==> src/hdl/lre_pkg.sv <==
// Package for the range encoder: command codes, result item type, shared constants.
// Used by lre_front, lre_back and the top level; depends on nothing.
`default_nettype none

package lre_pkg;

    // Default values for the top-level parameters
    localparam int PROB_BITS_DEF       = 11;
    localparam int MAX_DIRECT_BITS_DEF = 26;

    // Fixed field widths of the item ports
    localparam int CMD_W     = 2;
    localparam int PROB_IN_W = 11;
    localparam int DIR_W     = 26;
    localparam int NUM_IN_W  = 5;

    // Internal widths
    localparam int DIR_EXT_W = 32;   // direct bits as seen by the engine
    localparam int IDX_W     = 5;    // bit index into DIR_EXT_W
    localparam int CMP_W     = 16;   // compare width for probability clamp
    localparam int NCMP_W    = 6;    // compare width for bit-count clamp

    // Queue depths
    localparam int CMDQ_DEPTH = 2;
    localparam int RESQ_DEPTH = 2;

    // Encoder constants
    localparam logic [31:0] RANGE_INIT   = 32'hFFFF_FFFF;
    localparam logic [31:0] PEND_MAX     = 32'hFFFF_FFFF;
    localparam logic [7:0]  BYTE_FF      = 8'hFF;
    localparam int          FLUSH_STEPS  = 5;
    localparam int          STEP_W       = 3;

    // Command codes
    typedef enum logic [CMD_W-1:0] {
        CMD_BIT    = 2'd0,
        CMD_DIRECT = 2'd1,
        CMD_FLUSH  = 2'd2,
        CMD_NONE   = 2'd3
    } cmd_t;

    // One result item
    typedef struct packed {
        logic [7:0]  first_byte;
        logic [31:0] run_length;
        logic [7:0]  run_byte;
        logic        last;
    } res_t;

    // Width of the clamped bit count
    function automatic int n_width(input int max_bits);
        return $clog2(max_bits + 1);
    endfunction

    // Width of one command queue entry: cmd, bit, prob, direct bits, count
    function automatic int entry_width(input int prob_bits, input int max_bits);
        return CMD_W + 1 + prob_bits + DIR_W + n_width(max_bits);
    endfunction

endpackage

`default_nettype wire

==> src/hdl/lre_fifo.sv <==
// Small synchronous FIFO with full/empty flags and a combinational head read.
// Standalone; used for the command queue and the result queue.
`default_nettype none

module lre_fifo #(
    parameter int WIDTH = 8,
    parameter int DEPTH = 2
) (
    input  wire logic             clk,
    input  wire logic             rst_n,
    input  wire logic             wr_en,
    input  wire logic [WIDTH-1:0] wr_data,
    output logic                  full,
    input  wire logic             rd_en,
    output logic [WIDTH-1:0]      rd_data,
    output logic                  empty
);

    localparam int PTR_W = $clog2(DEPTH);
    localparam int CNT_W = $clog2(DEPTH + 1);
    localparam logic [PTR_W-1:0] PTR_LAST = PTR_W'(DEPTH - 1);
    localparam logic [CNT_W-1:0] CNT_FULL = CNT_W'(DEPTH);

    logic [WIDTH-1:0] mem_reg [DEPTH];
    logic [PTR_W-1:0] wr_ptr_reg, wr_ptr_next;
    logic [PTR_W-1:0] rd_ptr_reg, rd_ptr_next;
    logic [CNT_W-1:0] cnt_reg, cnt_next;
    logic             do_wr, do_rd;

    assign full    = (cnt_reg == CNT_FULL);
    assign empty   = (cnt_reg == '0);
    assign do_wr   = wr_en && !full;
    assign do_rd   = rd_en && !empty;
    assign rd_data = mem_reg[rd_ptr_reg];

    // pointer and fill count update
    always_comb
    begin
        wr_ptr_next = wr_ptr_reg;
        rd_ptr_next = rd_ptr_reg;
        cnt_next    = cnt_reg;
        if (do_wr)
        begin
            wr_ptr_next = (wr_ptr_reg == PTR_LAST) ? '0 : wr_ptr_reg + 1'b1;
        end
        if (do_rd)
        begin
            rd_ptr_next = (rd_ptr_reg == PTR_LAST) ? '0 : rd_ptr_reg + 1'b1;
        end
        if (do_wr && !do_rd)
        begin
            cnt_next = cnt_reg + 1'b1;
        end
        else if (do_rd && !do_wr)
        begin
            cnt_next = cnt_reg - 1'b1;
        end
    end

    always_ff @(posedge clk or negedge rst_n)
    begin
        if (!rst_n)
        begin
            wr_ptr_reg <= '0;
            rd_ptr_reg <= '0;
            cnt_reg    <= '0;
        end
        else
        begin
            wr_ptr_reg <= wr_ptr_next;
            rd_ptr_reg <= rd_ptr_next;
            cnt_reg    <= cnt_next;
        end
    end

    // storage
    always_ff @(posedge clk)
    begin
        if (do_wr)
        begin
            mem_reg[wr_ptr_reg] <= wr_data;
        end
    end

endmodule

`default_nettype wire

==> src/hdl/lre_front.sv <==
// Front end: takes input items, clamps their fields, drops no-op commands
// and queues the rest. Depends on lre_pkg and lre_fifo.
`default_nettype none

module lre_front
    import lre_pkg::*;
#(
    parameter int PROB_BITS       = PROB_BITS_DEF,
    parameter int MAX_DIRECT_BITS = MAX_DIRECT_BITS_DEF
) (
    input  wire logic                  clk,
    input  wire logic                  rst_n,
    input  wire logic                  push,
    output logic                       full,
    input  wire logic [CMD_W-1:0]      cmd,
    input  wire logic                  bit_value,
    input  wire logic [PROB_IN_W-1:0]  prob,
    input  wire logic [DIR_W-1:0]      direct_bits,
    input  wire logic [NUM_IN_W-1:0]   dir_count,
    input  wire logic                  q_pop,
    output logic                       q_empty,
    output logic [entry_width(PROB_BITS, MAX_DIRECT_BITS)-1:0] q_data
);

    localparam int ENTRY_W = entry_width(PROB_BITS, MAX_DIRECT_BITS);
    localparam int N_W     = n_width(MAX_DIRECT_BITS);
    localparam logic [CMP_W-1:0]  PROB_MAX = CMP_W'((1 << PROB_BITS) - 1);
    localparam logic [NCMP_W-1:0] NUM_MAX  = NCMP_W'(MAX_DIRECT_BITS);

    logic [CMP_W-1:0]   prob_ext;
    logic [CMP_W-1:0]   prob_clamp;
    logic [NCMP_W-1:0]  num_ext;
    logic [NCMP_W-1:0]  num_clamp;
    logic               keep;
    logic [ENTRY_W-1:0] entry;

    // clamp probability into 1 .. 2^PROB_BITS-1
    always_comb
    begin
        prob_ext = CMP_W'(prob);
        if (prob_ext == '0)
        begin
            prob_clamp = CMP_W'(1);
        end
        else if (prob_ext > PROB_MAX)
        begin
            prob_clamp = PROB_MAX;
        end
        else
        begin
            prob_clamp = prob_ext;
        end
    end

    // clamp bit count to the direct-bit limit
    always_comb
    begin
        num_ext   = NCMP_W'(dir_count);
        num_clamp = (num_ext > NUM_MAX) ? NUM_MAX : num_ext;
    end

    // only commands that do something go into the queue
    always_comb
    begin
        case (cmd_t'(cmd))
            CMD_BIT:    keep = 1'b1;
            CMD_DIRECT: keep = (num_ext != '0);
            CMD_FLUSH:  keep = 1'b1;
            default:    keep = 1'b0;
        endcase
    end

    assign entry = {cmd, bit_value, PROB_BITS'(prob_clamp), direct_bits, N_W'(num_clamp)};

    lre_fifo #(
        .WIDTH (ENTRY_W),
        .DEPTH (CMDQ_DEPTH)
    ) u_cmdq (
        .clk     (clk),
        .rst_n   (rst_n),
        .wr_en   (push && keep),
        .wr_data (entry),
        .full    (full),
        .rd_en   (q_pop),
        .rd_data (q_data),
        .empty   (q_empty)
    );

endmodule

`default_nettype wire

==> src/hdl/lre_back.sv <==
// Back end: range coder engine (uses lre_pkg). Runs one queued command at a
// time and writes result items; one byte shift per cycle unless results stall.
`default_nettype none

module lre_back
    import lre_pkg::*;
#(
    parameter int PROB_BITS       = PROB_BITS_DEF,
    parameter int MAX_DIRECT_BITS = MAX_DIRECT_BITS_DEF
) (
    input  wire logic  clk,
    input  wire logic  rst_n,
    input  wire logic  q_empty,
    input  wire logic [entry_width(PROB_BITS, MAX_DIRECT_BITS)-1:0] q_data,
    output logic       q_pop,
    input  wire logic  res_full,
    output logic       res_push,
    output res_t       res_data
);

    localparam int ENTRY_W = entry_width(PROB_BITS, MAX_DIRECT_BITS);
    localparam int N_W     = n_width(MAX_DIRECT_BITS);
    localparam int RS_W    = 32 - PROB_BITS;
    localparam logic [STEP_W-1:0] FLUSH_LAST = STEP_W'(FLUSH_STEPS - 1);
    localparam logic [N_W-1:0]    N_ONE      = N_W'(1);

    typedef enum logic [2:0] {
        S_IDLE,
        S_UPD,
        S_NORM,
        S_DIR,
        S_FLUSH,
        S_END
    } state_t;

    // queue head fields
    cmd_t                 e_cmd;
    logic                 e_bit;
    logic [PROB_BITS-1:0] e_prob;
    logic [DIR_W-1:0]     e_dir;
    logic [N_W-1:0]       e_n;

    assign e_cmd  = cmd_t'(q_data[ENTRY_W-1 -: CMD_W]);
    assign e_bit  = q_data[ENTRY_W-CMD_W-1];
    assign e_prob = q_data[N_W+DIR_W +: PROB_BITS];
    assign e_dir  = q_data[N_W +: DIR_W];
    assign e_n    = q_data[N_W-1:0];

    // coder state
    state_t               state_reg, state_next;
    logic [32:0]          low_reg, low_next;
    logic [31:0]          range_reg, range_next;
    logic [7:0]           cache_reg, cache_next;
    logic [31:0]          pend_reg, pend_next;
    logic                 held_vld_reg, held_vld_next;
    logic [STEP_W-1:0]    step_reg, step_next;
    // per-item working values
    res_t                 held_reg, held_next;
    logic [31:0]          bound_reg, bound_next;
    logic                 bit_reg, bit_next;
    logic [DIR_EXT_W-1:0] dir_reg, dir_next;
    logic [N_W-1:0]       n_reg, n_next;

    // bound = (range >> PROB_BITS) * prob
    logic [RS_W-1:0] range_hi;
    logic [31:0]     mul;

    assign range_hi = range_reg[31:PROB_BITS];
    assign mul      = 32'(range_hi) * 32'(e_prob);

    // direct bit: halve range, add to low when the bit is set
    logic [IDX_W-1:0] dir_idx;
    logic [31:0]      dir_range;
    logic [32:0]      dir_low;
    logic             dir_shift;

    assign dir_idx   = IDX_W'(n_reg - 1'b1);
    assign dir_range = {1'b0, range_reg[31:1]};
    assign dir_low   = dir_reg[dir_idx] ? (low_reg + {1'b0, dir_range}) : low_reg;
    assign dir_shift = (dir_range[31:24] == 8'h00);

    // modeled bit update
    logic [32:0] upd_low;
    logic [31:0] upd_range;

    assign upd_low   = bit_reg ? (low_reg + {1'b0, bound_reg}) : low_reg;
    assign upd_range = bit_reg ? (range_reg - bound_reg) : bound_reg;

    // one byte shift of low, with carry and pending run
    logic [32:0] sh_low;
    logic        sh_carry;
    logic        sh_rel;
    res_t        sh_res;
    logic [32:0] sh_low_new;
    logic [7:0]  sh_cache_new;
    logic [31:0] sh_pend_new;

    assign sh_low = (state_reg == S_DIR) ? dir_low : low_reg;

    always_comb
    begin
        sh_carry            = sh_low[32];
        sh_rel              = (sh_low[31:24] != BYTE_FF) || sh_carry;
        sh_res.first_byte   = cache_reg + {7'd0, sh_carry};
        sh_res.run_length   = pend_reg - 1'b1;
        sh_res.run_byte     = sh_carry ? 8'h00 : BYTE_FF;
        sh_res.last         = 1'b0;
        sh_low_new          = {1'b0, sh_low[23:0], 8'h00};
        if (sh_rel)
        begin
            sh_cache_new = sh_low[31:24];
            sh_pend_new  = 32'd1;
        end
        else
        begin
            sh_cache_new = cache_reg;
            sh_pend_new  = (pend_reg == PEND_MAX) ? pend_reg : pend_reg + 1'b1;
        end
    end

    // step control: shifting states share the result handling
    logic        st_active;
    logic        st_shift;
    logic        st_final;
    logic [31:0] st_range;
    logic [32:0] st_low_keep;
    logic        st_out;
    logic        need_push;

    always_comb
    begin
        st_active   = 1'b0;
        st_shift    = 1'b0;
        st_final    = 1'b0;
        st_range    = range_reg;
        st_low_keep = low_reg;
        case (state_reg)
            S_NORM:
            begin
                st_active = 1'b1;
                st_shift  = 1'b1;
                st_range  = {range_reg[23:0], 8'h00};
                st_final  = (st_range[31:24] != 8'h00);
            end
            S_DIR:
            begin
                st_active   = 1'b1;
                st_shift    = dir_shift;
                st_range    = dir_shift ? {dir_range[23:0], 8'h00} : dir_range;
                st_final    = (n_reg == N_ONE);
                st_low_keep = dir_low;
            end
            S_FLUSH:
            begin
                st_active = 1'b1;
                st_shift  = 1'b1;
                st_final  = (step_reg == FLUSH_LAST);
            end
            default:
            begin
                st_active = 1'b0;
            end
        endcase
        st_out    = st_shift && sh_rel;
        need_push = held_vld_reg && (st_out || st_final);
    end

    // main sequencer
    always_comb
    begin
        state_next    = state_reg;
        low_next      = low_reg;
        range_next    = range_reg;
        cache_next    = cache_reg;
        pend_next     = pend_reg;
        held_vld_next = held_vld_reg;
        step_next     = step_reg;
        held_next     = held_reg;
        bound_next    = bound_reg;
        bit_next      = bit_reg;
        dir_next      = dir_reg;
        n_next        = n_reg;
        q_pop         = 1'b0;
        res_push      = 1'b0;
        res_data      = held_reg;
        res_data.last = 1'b0;

        case (state_reg)
            S_IDLE:
            begin
                if (!q_empty)
                begin
                    q_pop = 1'b1;
                    case (e_cmd)
                        CMD_BIT:
                        begin
                            bit_next   = e_bit;
                            bound_next = mul;
                            state_next = S_UPD;
                        end
                        CMD_DIRECT:
                        begin
                            dir_next   = DIR_EXT_W'(e_dir);
                            n_next     = e_n;
                            state_next = S_DIR;
                        end
                        CMD_FLUSH:
                        begin
                            step_next  = '0;
                            state_next = S_FLUSH;
                        end
                        default:
                        begin
                            state_next = S_IDLE;
                        end
                    endcase
                end
            end
            S_UPD:
            begin
                low_next   = upd_low;
                range_next = upd_range;
                state_next = (upd_range[31:24] == 8'h00) ? S_NORM : S_IDLE;
            end
            S_END:
            begin
                if (!res_full)
                begin
                    res_push      = 1'b1;
                    res_data.last = 1'b1;
                    held_vld_next = 1'b0;
                    state_next    = S_IDLE;
                end
            end
            default:
            begin
                state_next = state_reg;
            end
        endcase

        // shift steps; a waiting result goes out first, stall if no room
        if (st_active && !(need_push && res_full))
        begin
            res_push      = need_push;
            res_data.last = !st_out;
            range_next    = st_range;
            if (st_shift)
            begin
                low_next   = sh_low_new;
                cache_next = sh_cache_new;
                pend_next  = sh_pend_new;
            end
            else
            begin
                low_next = st_low_keep;
            end
            if (st_out)
            begin
                held_next     = sh_res;
                held_vld_next = 1'b1;
            end
            else if (st_final)
            begin
                held_vld_next = 1'b0;
            end
            n_next    = n_reg - 1'b1;
            step_next = step_reg + 1'b1;
            if (st_final)
            begin
                state_next = st_out ? S_END : S_IDLE;
                if (state_reg == S_FLUSH)
                begin
                    low_next   = '0;
                    range_next = RANGE_INIT;
                    cache_next = '0;
                    pend_next  = 32'd1;
                end
            end
        end
    end

    always_ff @(posedge clk or negedge rst_n)
    begin
        if (!rst_n)
        begin
            state_reg    <= S_IDLE;
            low_reg      <= '0;
            range_reg    <= RANGE_INIT;
            cache_reg    <= '0;
            pend_reg     <= 32'd1;
            held_vld_reg <= 1'b0;
            step_reg     <= '0;
        end
        else
        begin
            state_reg    <= state_next;
            low_reg      <= low_next;
            range_reg    <= range_next;
            cache_reg    <= cache_next;
            pend_reg     <= pend_next;
            held_vld_reg <= held_vld_next;
            step_reg     <= step_next;
        end
    end

    always_ff @(posedge clk)
    begin
        held_reg  <= held_next;
        bound_reg <= bound_next;
        bit_reg   <= bit_next;
        dir_reg   <= dir_next;
        n_reg     <= n_next;
    end

endmodule

`default_nettype wire

==> src/hdl/lzma_range_encoder_top.sv <==
// Top level of the LZMA-style binary range encoder.
// Depends on lre_pkg, lre_fifo, lre_front and lre_back.
//
// Usage: input items enter through a queue interface (push/full) and carry
// a command: encode one bit under a probability (cmd 0), encode up to
// MAX_DIRECT_BITS direct bits MSB first (cmd 1), or flush and restart (cmd 2).
// Result items leave through a queue interface (empty/pop); each tells the
// caller one byte (first_byte) followed by run_length copies of run_byte.
// last marks the final result caused by an item; items releasing no bytes
// produce no result. Unknown commands and zero-length direct groups are
// accepted and dropped.
// Timing: a two-entry command queue feeds the engine, which fetches items in
// S_IDLE. A modeled bit is an update plus its byte shifts (normally 0 to 2);
// direct bits take one step per bit; a flush is 5 byte shifts. An end step
// (S_END) follows when the final shift of an item releases bytes. The byte
// shift (one per cycle while the result queue has room) sets the pace.
// Reset puts the coder into its initial state and empties both queues.
// When the receiver stalls, the two-entry result queue fills and the engine
// waits; the command queue keeps taking items until it is full.
`default_nettype none

module lzma_range_encoder_top
    import lre_pkg::*;
#(
    parameter int PROB_BITS       = PROB_BITS_DEF,
    parameter int MAX_DIRECT_BITS = MAX_DIRECT_BITS_DEF
) (
    input  wire logic                 clk,
    input  wire logic                 rst_n,
    input  wire logic                 push,
    output logic                      full,
    input  wire logic [CMD_W-1:0]     cmd,
    input  wire logic                 bit_value,
    input  wire logic [PROB_IN_W-1:0] prob,
    input  wire logic [DIR_W-1:0]     direct_bits,
    input  wire logic [NUM_IN_W-1:0]  dir_count,
    output logic                      empty,
    input  wire logic                 pop,
    output logic [7:0]                first_byte,
    output logic [31:0]               run_length,
    output logic [7:0]                run_byte,
    output logic                      last
);

    localparam int ENTRY_W = entry_width(PROB_BITS, MAX_DIRECT_BITS);

    logic               q_empty;
    logic               q_pop;
    logic [ENTRY_W-1:0] q_data;
    logic               res_full;
    logic               res_push;
    res_t               res_in;
    res_t               res_out;

    lre_front #(
        .PROB_BITS       (PROB_BITS),
        .MAX_DIRECT_BITS (MAX_DIRECT_BITS)
    ) u_front (
        .clk         (clk),
        .rst_n       (rst_n),
        .push        (push),
        .full        (full),
        .cmd         (cmd),
        .bit_value   (bit_value),
        .prob        (prob),
        .direct_bits (direct_bits),
        .dir_count   (dir_count),
        .q_pop       (q_pop),
        .q_empty     (q_empty),
        .q_data      (q_data)
    );

    lre_back #(
        .PROB_BITS       (PROB_BITS),
        .MAX_DIRECT_BITS (MAX_DIRECT_BITS)
    ) u_back (
        .clk      (clk),
        .rst_n    (rst_n),
        .q_empty  (q_empty),
        .q_data   (q_data),
        .q_pop    (q_pop),
        .res_full (res_full),
        .res_push (res_push),
        .res_data (res_in)
    );

    // result queue decouples the engine from the receiver
    lre_fifo #(
        .WIDTH ($bits(res_t)),
        .DEPTH (RESQ_DEPTH)
    ) u_resq (
        .clk     (clk),
        .rst_n   (rst_n),
        .wr_en   (res_push),
        .wr_data (res_in),
        .full    (res_full),
        .rd_en   (pop),
        .rd_data (res_out),
        .empty   (empty)
    );

    assign first_byte = res_out.first_byte;
    assign run_length = res_out.run_length;
    assign run_byte   = res_out.run_byte;
    assign last       = res_out.last;

    // engine never writes a result into a full queue
    a_no_push_full: assert property (@(posedge clk) disable iff (!rst_n)
        res_push |-> !res_full)
        else $error("result written while result queue full");

    // engine only fetches when a command is queued
    a_pop_nonempty: assert property (@(posedge clk) disable iff (!rst_n)
        q_pop |-> !q_empty)
        else $error("command fetched from empty queue");

    // a written result is visible to the receiver next cycle
    a_push_visible: assert property (@(posedge clk) disable iff (!rst_n)
        res_push |=> !empty)
        else $error("written result not visible");

endmodule

`default_nettype wire
==> config.mk <==
export PLATFORM = sky130hd
export DESIGN_NAME = lzma_range_encoder_top
export DESIGN_NICKNAME = d
export VERILOG_FILES = /design/src/hdl/lre_pkg.sv /design/src/hdl/lre_fifo.sv /design/src/hdl/lre_front.sv /design/src/hdl/lre_back.sv /design/src/hdl/lzma_range_encoder_top.sv
export SDC_FILE = /design/constraint.sdc
export NUM_CORES = 1
export LEC_CHECK = 0
export ABC_AREA = 1
export BUFFER_PORTS_ARGS = -buffer_cell sky130_fd_sc_hd__buf_2
export CORE_MARGIN = 10
export CORE_UTILIZATION = 49
export CTS_BUF_LIST = sky130_fd_sc_hd__clkbuf_4 sky130_fd_sc_hd__clkbuf_8
export DETAILED_ROUTE_END_ITERATION = 6
export GPL_TIMING_DRIVEN = 0
export HOLD_SLACK_MARGIN = 0.06
export PLACE_DENSITY = 0.65
export SLEW_MARGIN = 30
export SYNTH_ARGS = -nofsm -noshare
export SYNTH_HDL_FRONTEND = slang
export SYNTH_SLANG_ARGS = --single-unit
==> constraint.sdc <==
create_clock -name clk -period 14.3 [get_ports clk]
set_clock_uncertainty 0.2 [all_clocks]
set_input_delay 1.43 -clock clk [delete_from_list [all_inputs] [get_ports clk]]
set_output_delay 1.43 -clock clk [all_outputs]
set_load 0.005 [all_outputs]
* Word-level counts from Yosys, hierarchy flattened
Memories as Yosys holds them, arrays and structs flattened. Cells that the tools add are included.
Cells by class: reduce and logical (&&, ||, !) cells 51, bitwise gates (word level) 1, equal/unequal tests 16, order comparisons 2, shift-type cells 0, multiply operators 1, muxes and demuxes 72, divide/modulo/power cells 0, add/subtract/negate cells 16
Operators with widths (number):
- 32-bit 2-to-1 mux | 11
- 33-bit 2-to-1 mux | 8
- 32-bit case mux with 2 select lines | 1
- 8-bit 2-to-1 mux | 5
- 33-bit by 31-bit adder with 33-bit output | 1
- 33-bit by 32-bit adder with 33-bit output | 1
- 32-bit by 1-bit adder with 32-bit output (second input constant) | 1
- 32-bit == test (second input constant) | 1
- 21-bit by 11-bit multiplier with 32-bit output | 1
- 32-bit by 1-bit subtractor with 32-bit output (second input constant) | 1
- 32-bit subtractor | 1
- 3-bit 2-to-1 mux | 9
- 5-bit 2-to-1 mux | 5
- 1-bit 2-to-1 mux | 21
- 3-bit case mux with 3 select lines | 2
- 8-bit logical NOT | 2
- 2-bit nonzero test | 7
- 1-bit logical AND | 13
- 3-bit AND reduction | 4
- 11-bit logical NOT | 1
- 11-bit 2-to-1 mux | 1
- 1-bit logical NOT | 10
- 2-bit 2-to-1 mux | 5
- 3-bit == test (second input constant) | 3
- 27 further kinds | 44
Word-level totals: bits in registers 232, latch bits 0, memory bits (writable) 188, memories kept 2, input bits 49, ROM bits 0, word-level logic and storage cells 181, output and inout port bits 51
Memories:
- u_resq.mem_reg | words 2, width 49, rd ports 1, clocked after memory_dff 0, wr ports 1, RTL line lre_fifo.sv:24 | logic [WIDTH-1:0] mem_reg [DEPTH];
- u_front.u_cmdq.mem_reg | words 2, width 45, rd ports 1, clocked after memory_dff 0, wr ports 1, RTL line lre_fifo.sv:24

* Logic depth before layout (Yosys ltp)
Gate-level depths: netlist (run 1).
depth in word-level cells 19, mapped depth 30, mapped depth without buffers 28

* By module
From an unflattened synthesis (run 1), not the netlist that was laid out.
Second synthesis, totals: cell total of the unflattened synthesis 4114, area total of the unflattened synthesis 32730.1 um^2
By module, submodules not included:
- lre_back | cells each 3522, seq. area each 5997.0 um^2, times used 1, area each 25248.0 um^2
- lre_fifo at u_resq | cells each 288, seq. area each 3042.9 um^2, times used 1, area each 3822.4 um^2
- lre_fifo at u_front.u_cmdq | cells each 266, seq. area each 2802.7 um^2, times used 1, area each 3500.9 um^2
- lre_front | cells each 38, seq. area each 0.0 um^2, times used 1, area each 158.9 um^2

* Worst setup path before layout (run 1)
No wires, ideal clock.
kind flip-flop to flip-flop, start point register u_front.u_cmdq.rd_ptr_reg, end point register u_back.bound_reg[29] (data pin), period minus slack after synthesis 6300 ps, data required time 13842 ps, stages on the path, launching flop included 26, buffers on the path 3, slack 8000 ps, library setup time 258 ps, data arrival time 5842 ps, path through dfrtp_1 > clkbuf_1 > clkbuf_1 > or2_2 > nand2_1 > inv_1 > clkbuf_1 > nand2_1 > fa_1 > fa_1 > fa_1 > inv_1 > fa_1 > fa_1 > ha_1 > a21oi_1 > a21boi_0 > o21ai_0 > a21oi_1 > o21ai_0 > a21oi_1 > inv_1 > a21oi_1 > o21ai_0 > a21oi_1 > xnor2_1
On the way: word-level cells in the longest chain between the ends 2
Ends and longest elaborated chain:
- from (decl) | RTL line lre_fifo.sv:26 | logic [PTR_W-1:0] rd_ptr_reg, rd_ptr_next;
- from (signal assigned) | RTL line lre_fifo.sv:71 | rd_ptr_reg <= rd_ptr_next;
- memory 2 x 45 bit
- 21-bit by 11-bit multiplier with 32-bit output | RTL line lre_back.sv:69 | assign mul = 32'(range_hi) * 32'(e_prob);
- net u_back.mul[29] | RTL line lre_back.sv:66 | logic [31:0] mul;
- to (signal assigned) | RTL line lre_back.sv:309 | bound_reg <= bound_next;
- to (decl) | RTL line lre_back.sv:59 | logic [31:0] bound_reg, bound_next;
The timed path passes the listed nets, and every way through them passes these cells. A chain may end at the register's enable or synchronous reset.

* Worst setup path in the final report (run 1)
start point register u_front.u_cmdq.rd_ptr_reg, end point register u_back.bound_reg[28] (data pin)
Same word-level chain as after synthesis.

==> results.cfg, run 1 <==
[grt]
track_usage_pct = 25.2
gr-total-overflow = 0
grt_pass1_wl_um = 148000
grt_max_degree = 78
grt_pass1_vias = 26544
antenna_found_initial = 2

[die]
die_w_um = 275
num_io_pins = 100
start_util_pct = 49.5
num_rows = 93
core_area_um2 = 64500
dieArea_um2 = 75700
die_h_um = 275

[yosys]
synth_area_per_cell_um2 = 7.96
synth_area_um2 = 31900
synth_cell_types = 59
ys_seq_elements = 399
synth-main-ff-cell = edfxtp_1
synthArstFlopShare_pct = 30.1
synth-edff-count = 279
synth_warnings = 0
syn-num-nets = 4403
synth-seq-area-share_pct = 35.8
synth_cells = 4007

[finish]
drive_gt1_share_pct = 8.54
nNetsFinal = 4587
seqCellArea_um2 = 11400
fillers = 6131
fin_area_um2 = 35400
final_common_cell = nand2_1
multi_input_area_um2 = 17600
largest_register_ffs = 90
area_delta_synth_final_pct = 10.9
final_cell_mix = 1195 x nand2_1, 556 x inv_1, 279 x edfxtp_1

[place]
gp_congestion = 0.995
port_buffers = 99
hpwl_um = 76700
post_dp_cell_area_um2 = 33900

[setup_path]
max_stage_delay_ns = 0.51
worstPathRequired_ns = 14.51
critical_path.max_fanout = 10
end_kind = flop
reg2reg_slack_ns = 6.58
critPathKind = reg -> reg
arrival_ns = 7.92
cp-start-kind = flop
critPathSlowestCell = clkbuf_1

[clock_tree]
numCtsBuffers = 70
htreeDepth = 3
cts-root-buf = clkbuf_8
cts_sinks = 399
cts_setup_buffers = 0
clockBufferDepth = 3
clk_pin_slew_ns = 0.06
cts_tree = yes
cts.repair.resized = 0
cts_hold_buf = 0
insertion_delay_ns = 0.68

[timing]
slew_headroom_pct = 38.9
worst_pin_slew_ns = 0.916
timing.final.crit_share_pct = 54.0
rsz0062_at_grt = no
whs_ns = 0.225
setup-violations-final = 0
report.final.hold_viol_count = 0
slew_viol_final = 0
fin_tns_setup_ns = 0
fin_crit_ns = 7.72
clock.fmax_mhz = 130

[detailed_routing]
drtIter0Drc = 2377
wl_um = 95700
wl_met3_um = 5760
drc = 0
drtPass1Iterations = 6
vias = 27434
dr_wl_met2_um = 44200
drt-met1-wl_um = 42400
drt-vias-per-instance = 5.38
wl_per_cell_um = 18.8
ant_nets = 0
topRoutingLayerUsed = met4

[job]
maxCapViolations = 0

[status]
outcome = finished clean

[worst_hold_path]
hold_class = reg -> reg
cell type report:
type	instances	area share, %
multi-input cells	2871	49.8
flip-flops and latches	399	32.3
inverters	575	6.10
clock buffers	92	3.22
well taps	855	3.02
repair buffers	112	2.44
plain buffers	162	2.13
clock inverters	29	1.02
diodes	2	0.0141
synthesized netlist by cell type, drive strengths merged, types with 2 or more instances:
cell | instances | area (µm²)
a211oi | 4 | 30.0
a2111oi | 2 | 17.5
a21oi | 173 | 866
o21ai | 254 | 1270
and3 | 2 | 12.5
and2 | 3 | 18.8
ha | 174 | 2180
nand3b | 12 | 90.1
nor4 | 18 | 119
buf | 42 | 303
nand3 | 182 | 956
nor3 | 33 | 170
or2 | 35 | 219
a22oi | 2 | 15.0
nand4 | 47 | 294
a221oi | 3 | 26.3
a21o | 9 | 67.6
fa | 173 | 3460
o21a | 3 | 22.5
o22ai | 10 | 62.6
o21bai | 10 | 75.1
xnor2 | 46 | 403
nand2 | 1200 | 4520
a211o | 2 | 17.5
o221ai | 14 | 123
dfrtp | 87 | 2180
clkbuf | 120 | 452
o211ai | 25 | 188
a31oi | 23 | 144
nor2 | 283 | 1080
clkinv | 13 | 48.8
dfstp | 33 | 867
o2111ai | 17 | 149
edfxtp | 279 | 8380
a21boi | 9 | 67.6
xor2 | 95 | 832
inv | 562 | 2110
mux2i | 2 | 20.0
worst max-delay path, delay by kind of cell (launching register included):
family,cells,cell delay (ns)
adder cells (fa/ha/maj),6,2.55
AO/OA/AOI/OAI,7,1.80
buffers and inverters,8,1.60
AND/OR/NAND/NOR,7,0.81
flip-flops,1,0.36
XOR/XNOR,1,0.14
kinds of logic (layout without fill, tap and decap cells):
kind of cell | Yosys count | count (layout) | share of synthesized area, %
AOI/OAI and AO/OA | 564 | 564 | 9.97
xor gates and xnor gates | 141 | 141 | 3.87
adders and majority gates | 347 | 347 | 17.7
buffers and inverters | 737 | 970 | 9.14
DFF | 399 | 399 | 35.8
muxes | 2 | 2 | 0.0627
other | 0 | 2 | 0
and+or+nand+nor | 1817 | 1817 | 23.5
per-stage QoR:
step / utilization (%) / std cells / setup slack [ns]
2_1_floorplan: - / 4007 / 8.00
3_3_place_gp: 51.9 / 4961 / 6.62
3_5_place_dp: 52.6 / 4974 / 6.56
4_1_cts: 54.9 / 5095 / 6.50
5_1_grt: 54.9 / 5097 / 5.97
6_report: 54.9 / 5097 / 6.58
routing by layer:
metal	track usage, %	up-vias
met3	3.28	203
met5	0	-
met1	34.0	12978
met4	9.13	0
met2	41.1	908
li1	-	13345
path summary, 6_finish.rpt:
| check | end | start | cells past startpoint |
|---|---|---|---|
| worst max-delay path | u_back.bound_reg[28] | u_front.u_cmdq.rd_ptr_reg | 29 |
| worst min-delay path | u_resq.mem_reg[1][21] | u_back.res_data[21] | 0 |
| worst max register to register | u_back.bound_reg[28] | u_front.u_cmdq.rd_ptr_reg | 29 |
| worst min register to register | u_resq.mem_reg[1][21] | u_back.res_data[21] | 0 |
| max in group asynchronous | u_back.range_reg[30] | rst_n | 2 |
| min in group asynchronous | u_back.low_reg[15] | rst_n | 1 |
Power of run 1 is left out: the tool's default activity adds up to more than one toggle a clock period on the data nets, which glitch-free logic cannot reach.
==> run 2, diff against run 1 <==
- clock period: 14.3 -> 7.4 ns (I/O delays scaled with it)
==> run 2 against run 1 <==
  * The run now ends with design-rule violations left
  * Sequential share of layout area fell by 0.31 points
  * First-iteration DRC count fell by 2.1%
  * Hold slack got worse by 0.11 ns
  * Sequential cell count did not move
  * Non-clock buffer count rose by 29
  * Routed wire length rose by 0.53%
  * Worst setup slack got worse by 6.3 ns
  * Via count rose by 0.67%
  * Die area did not move
  * Cell area rose by 0.95%
  * Register-to-register slack got worse by 6.3 ns
==> results.cfg, run 2 (synthesized netlist as in run 1, its figures left out) <==
[grt]
gr-total-overflow = 0
antenna_found_initial = 2
track_usage_pct = 25.3
grt_pass1_vias = 26692
grt_max_degree = 78
grt_pass1_wl_um = 149000

[clock_tree]
clockBufferDepth = 3
insertion_delay_ns = 0.69
cts_sinks = 399
cts-root-buf = clkbuf_8
clk_pin_slew_ns = 0.07
numCtsBuffers = 70
cts_tree = yes
htreeDepth = 3

[finish]
final_cell_mix = 1194 x nand2_1, 554 x inv_1, 279 x edfxtp_1
fin_area_um2 = 35700
final_common_cell = nand2_1
nNetsFinal = 4616
largest_register_ffs = 90
area_delta_synth_final_pct = 12.0
fillers = 6086
multi_input_area_um2 = 17600
seqCellArea_um2 = 11400
drive_gt1_share_pct = 8.95

[place]
port_buffers = 99
post_dp_cell_area_um2 = 33900
gp_congestion = 0.995
hpwl_um = 76700

[detailed_routing]
wl_per_cell_um = 18.8
drtPass1Iterations = 7
wl_um = 96200
vias = 27619
ant_nets = 0
drt-vias-per-instance = 5.39
drtIter0Drc = 2328
drc = 2

[timing]
slew_headroom_pct = 37.0
fin_crit_ns = 7.08
setup-violations-final = 0
timing.final.crit_share_pct = 95.7
worst_pin_slew_ns = 0.946
rsz0062_at_grt = no
report.final.hold_viol_count = 0
clock.fmax_mhz = 141
slew_viol_final = 0

[setup_path]
arrival_ns = 7.29
critPathKind = reg -> reg
end_kind = flop
critical_path.max_fanout = 10
critPathMostFrequentCell = fa_1
path_buf_inv = 7
max_stage_delay_ns = 0.54
worstPathRequired_ns = 7.61
critPathTopFamily = adder cells
cp-start-kind = flop
critPathSlowestCell = fa_1

[die]
die_w_um = 275
start_util_pct = 49.5
core_area_um2 = 64500
num_io_pins = 100
dieArea_um2 = 75700
die_h_um = 275
num_rows = 93

[status]
outcome = finished with violations
violations = design-rule violations

[job]
maxCapViolations = 0

[worst_hold_path]
hold_class = in -> reg
-- run 2: cell count changes in the layout (fill, tap and decap cells not counted), sizes merged --
cell         previous run  this run
inv                   569       567
clkbuf                212       208
clkinv                 28        26
dlygate4sd3             0        28
buf                   154       159
clkinvlp                1         5
-- run 2: cell type report --
class	count	share of cell area (%)
Multi-Input combinational cell	2871	49.3
Inverter	575	6.09
Tap cell	855	2.99
Buffer	158	2.09
Timing Repair Buffer	145	3.31
Clock buffer	92	3.19
Sequential cell	399	32.0
Clock inverter	29	1.01
Antenna cell	2	0.0140
-- run 2: stage by stage --
stage	hold WS, ns	util (%)	setup TNS [ns]	std cells	worst slack [ns]
after floorplan	0.221	-	0	4007	1.10
after global placement	0.223	51.9	-1.01	4961	-0.281
after detailed placement	0.233	52.6	-1.22	4974	-0.338
after CTS	0.0680	55.3	0	5121	0.00352
after global routing	0.0852	55.4	0	5126	0.000457
final	0.112	55.4	0	5126	0.318
-- run 2: worst paths after layout --
| path | slack [ns] | endpoint | cells past startpoint | from |
|---|---|---|---|---|
| worst min register to register | 0.22 | u_resq.mem_reg[1][21] | 0 | u_back.res_data[21] |
| max in group asynchronous | 5.82 | u_back.range_reg[30] | 3 | rst_n |
| worst max register to register | 0.32 | u_back.bound_reg[29] | 25 | u_front.u_cmdq.rd_ptr_reg |
| worst max-delay path | 0.32 | u_back.bound_reg[29] | 25 | u_front.u_cmdq.rd_ptr_reg |
| worst min-delay path | 0.11 | u_front.u_cmdq.mem_reg[0][43] | 1 | cmd[0] |
| min in group asynchronous | 0.36 | u_back.low_reg[15] | 2 | rst_n |
-- run 2: timing repair --
action,4_1_cts,5_1_grt
setup buffers,0,5
endpoints found under the hold margin,78,0
gates resized for setup,3,20
endpoints found under the setup margin,5,7
hold buffers,28,0
-- run 2: metal layers --
layer  track usage, %  up-vias  share of wire, %
met1             34.0    13122                44
li1                 -    13407                 -
met3             3.30      187               6.2
met4             9.13        0               3.3
met5                0        -                 0
met2             41.3      903                47
Power of run 2 is left out for the same reason.
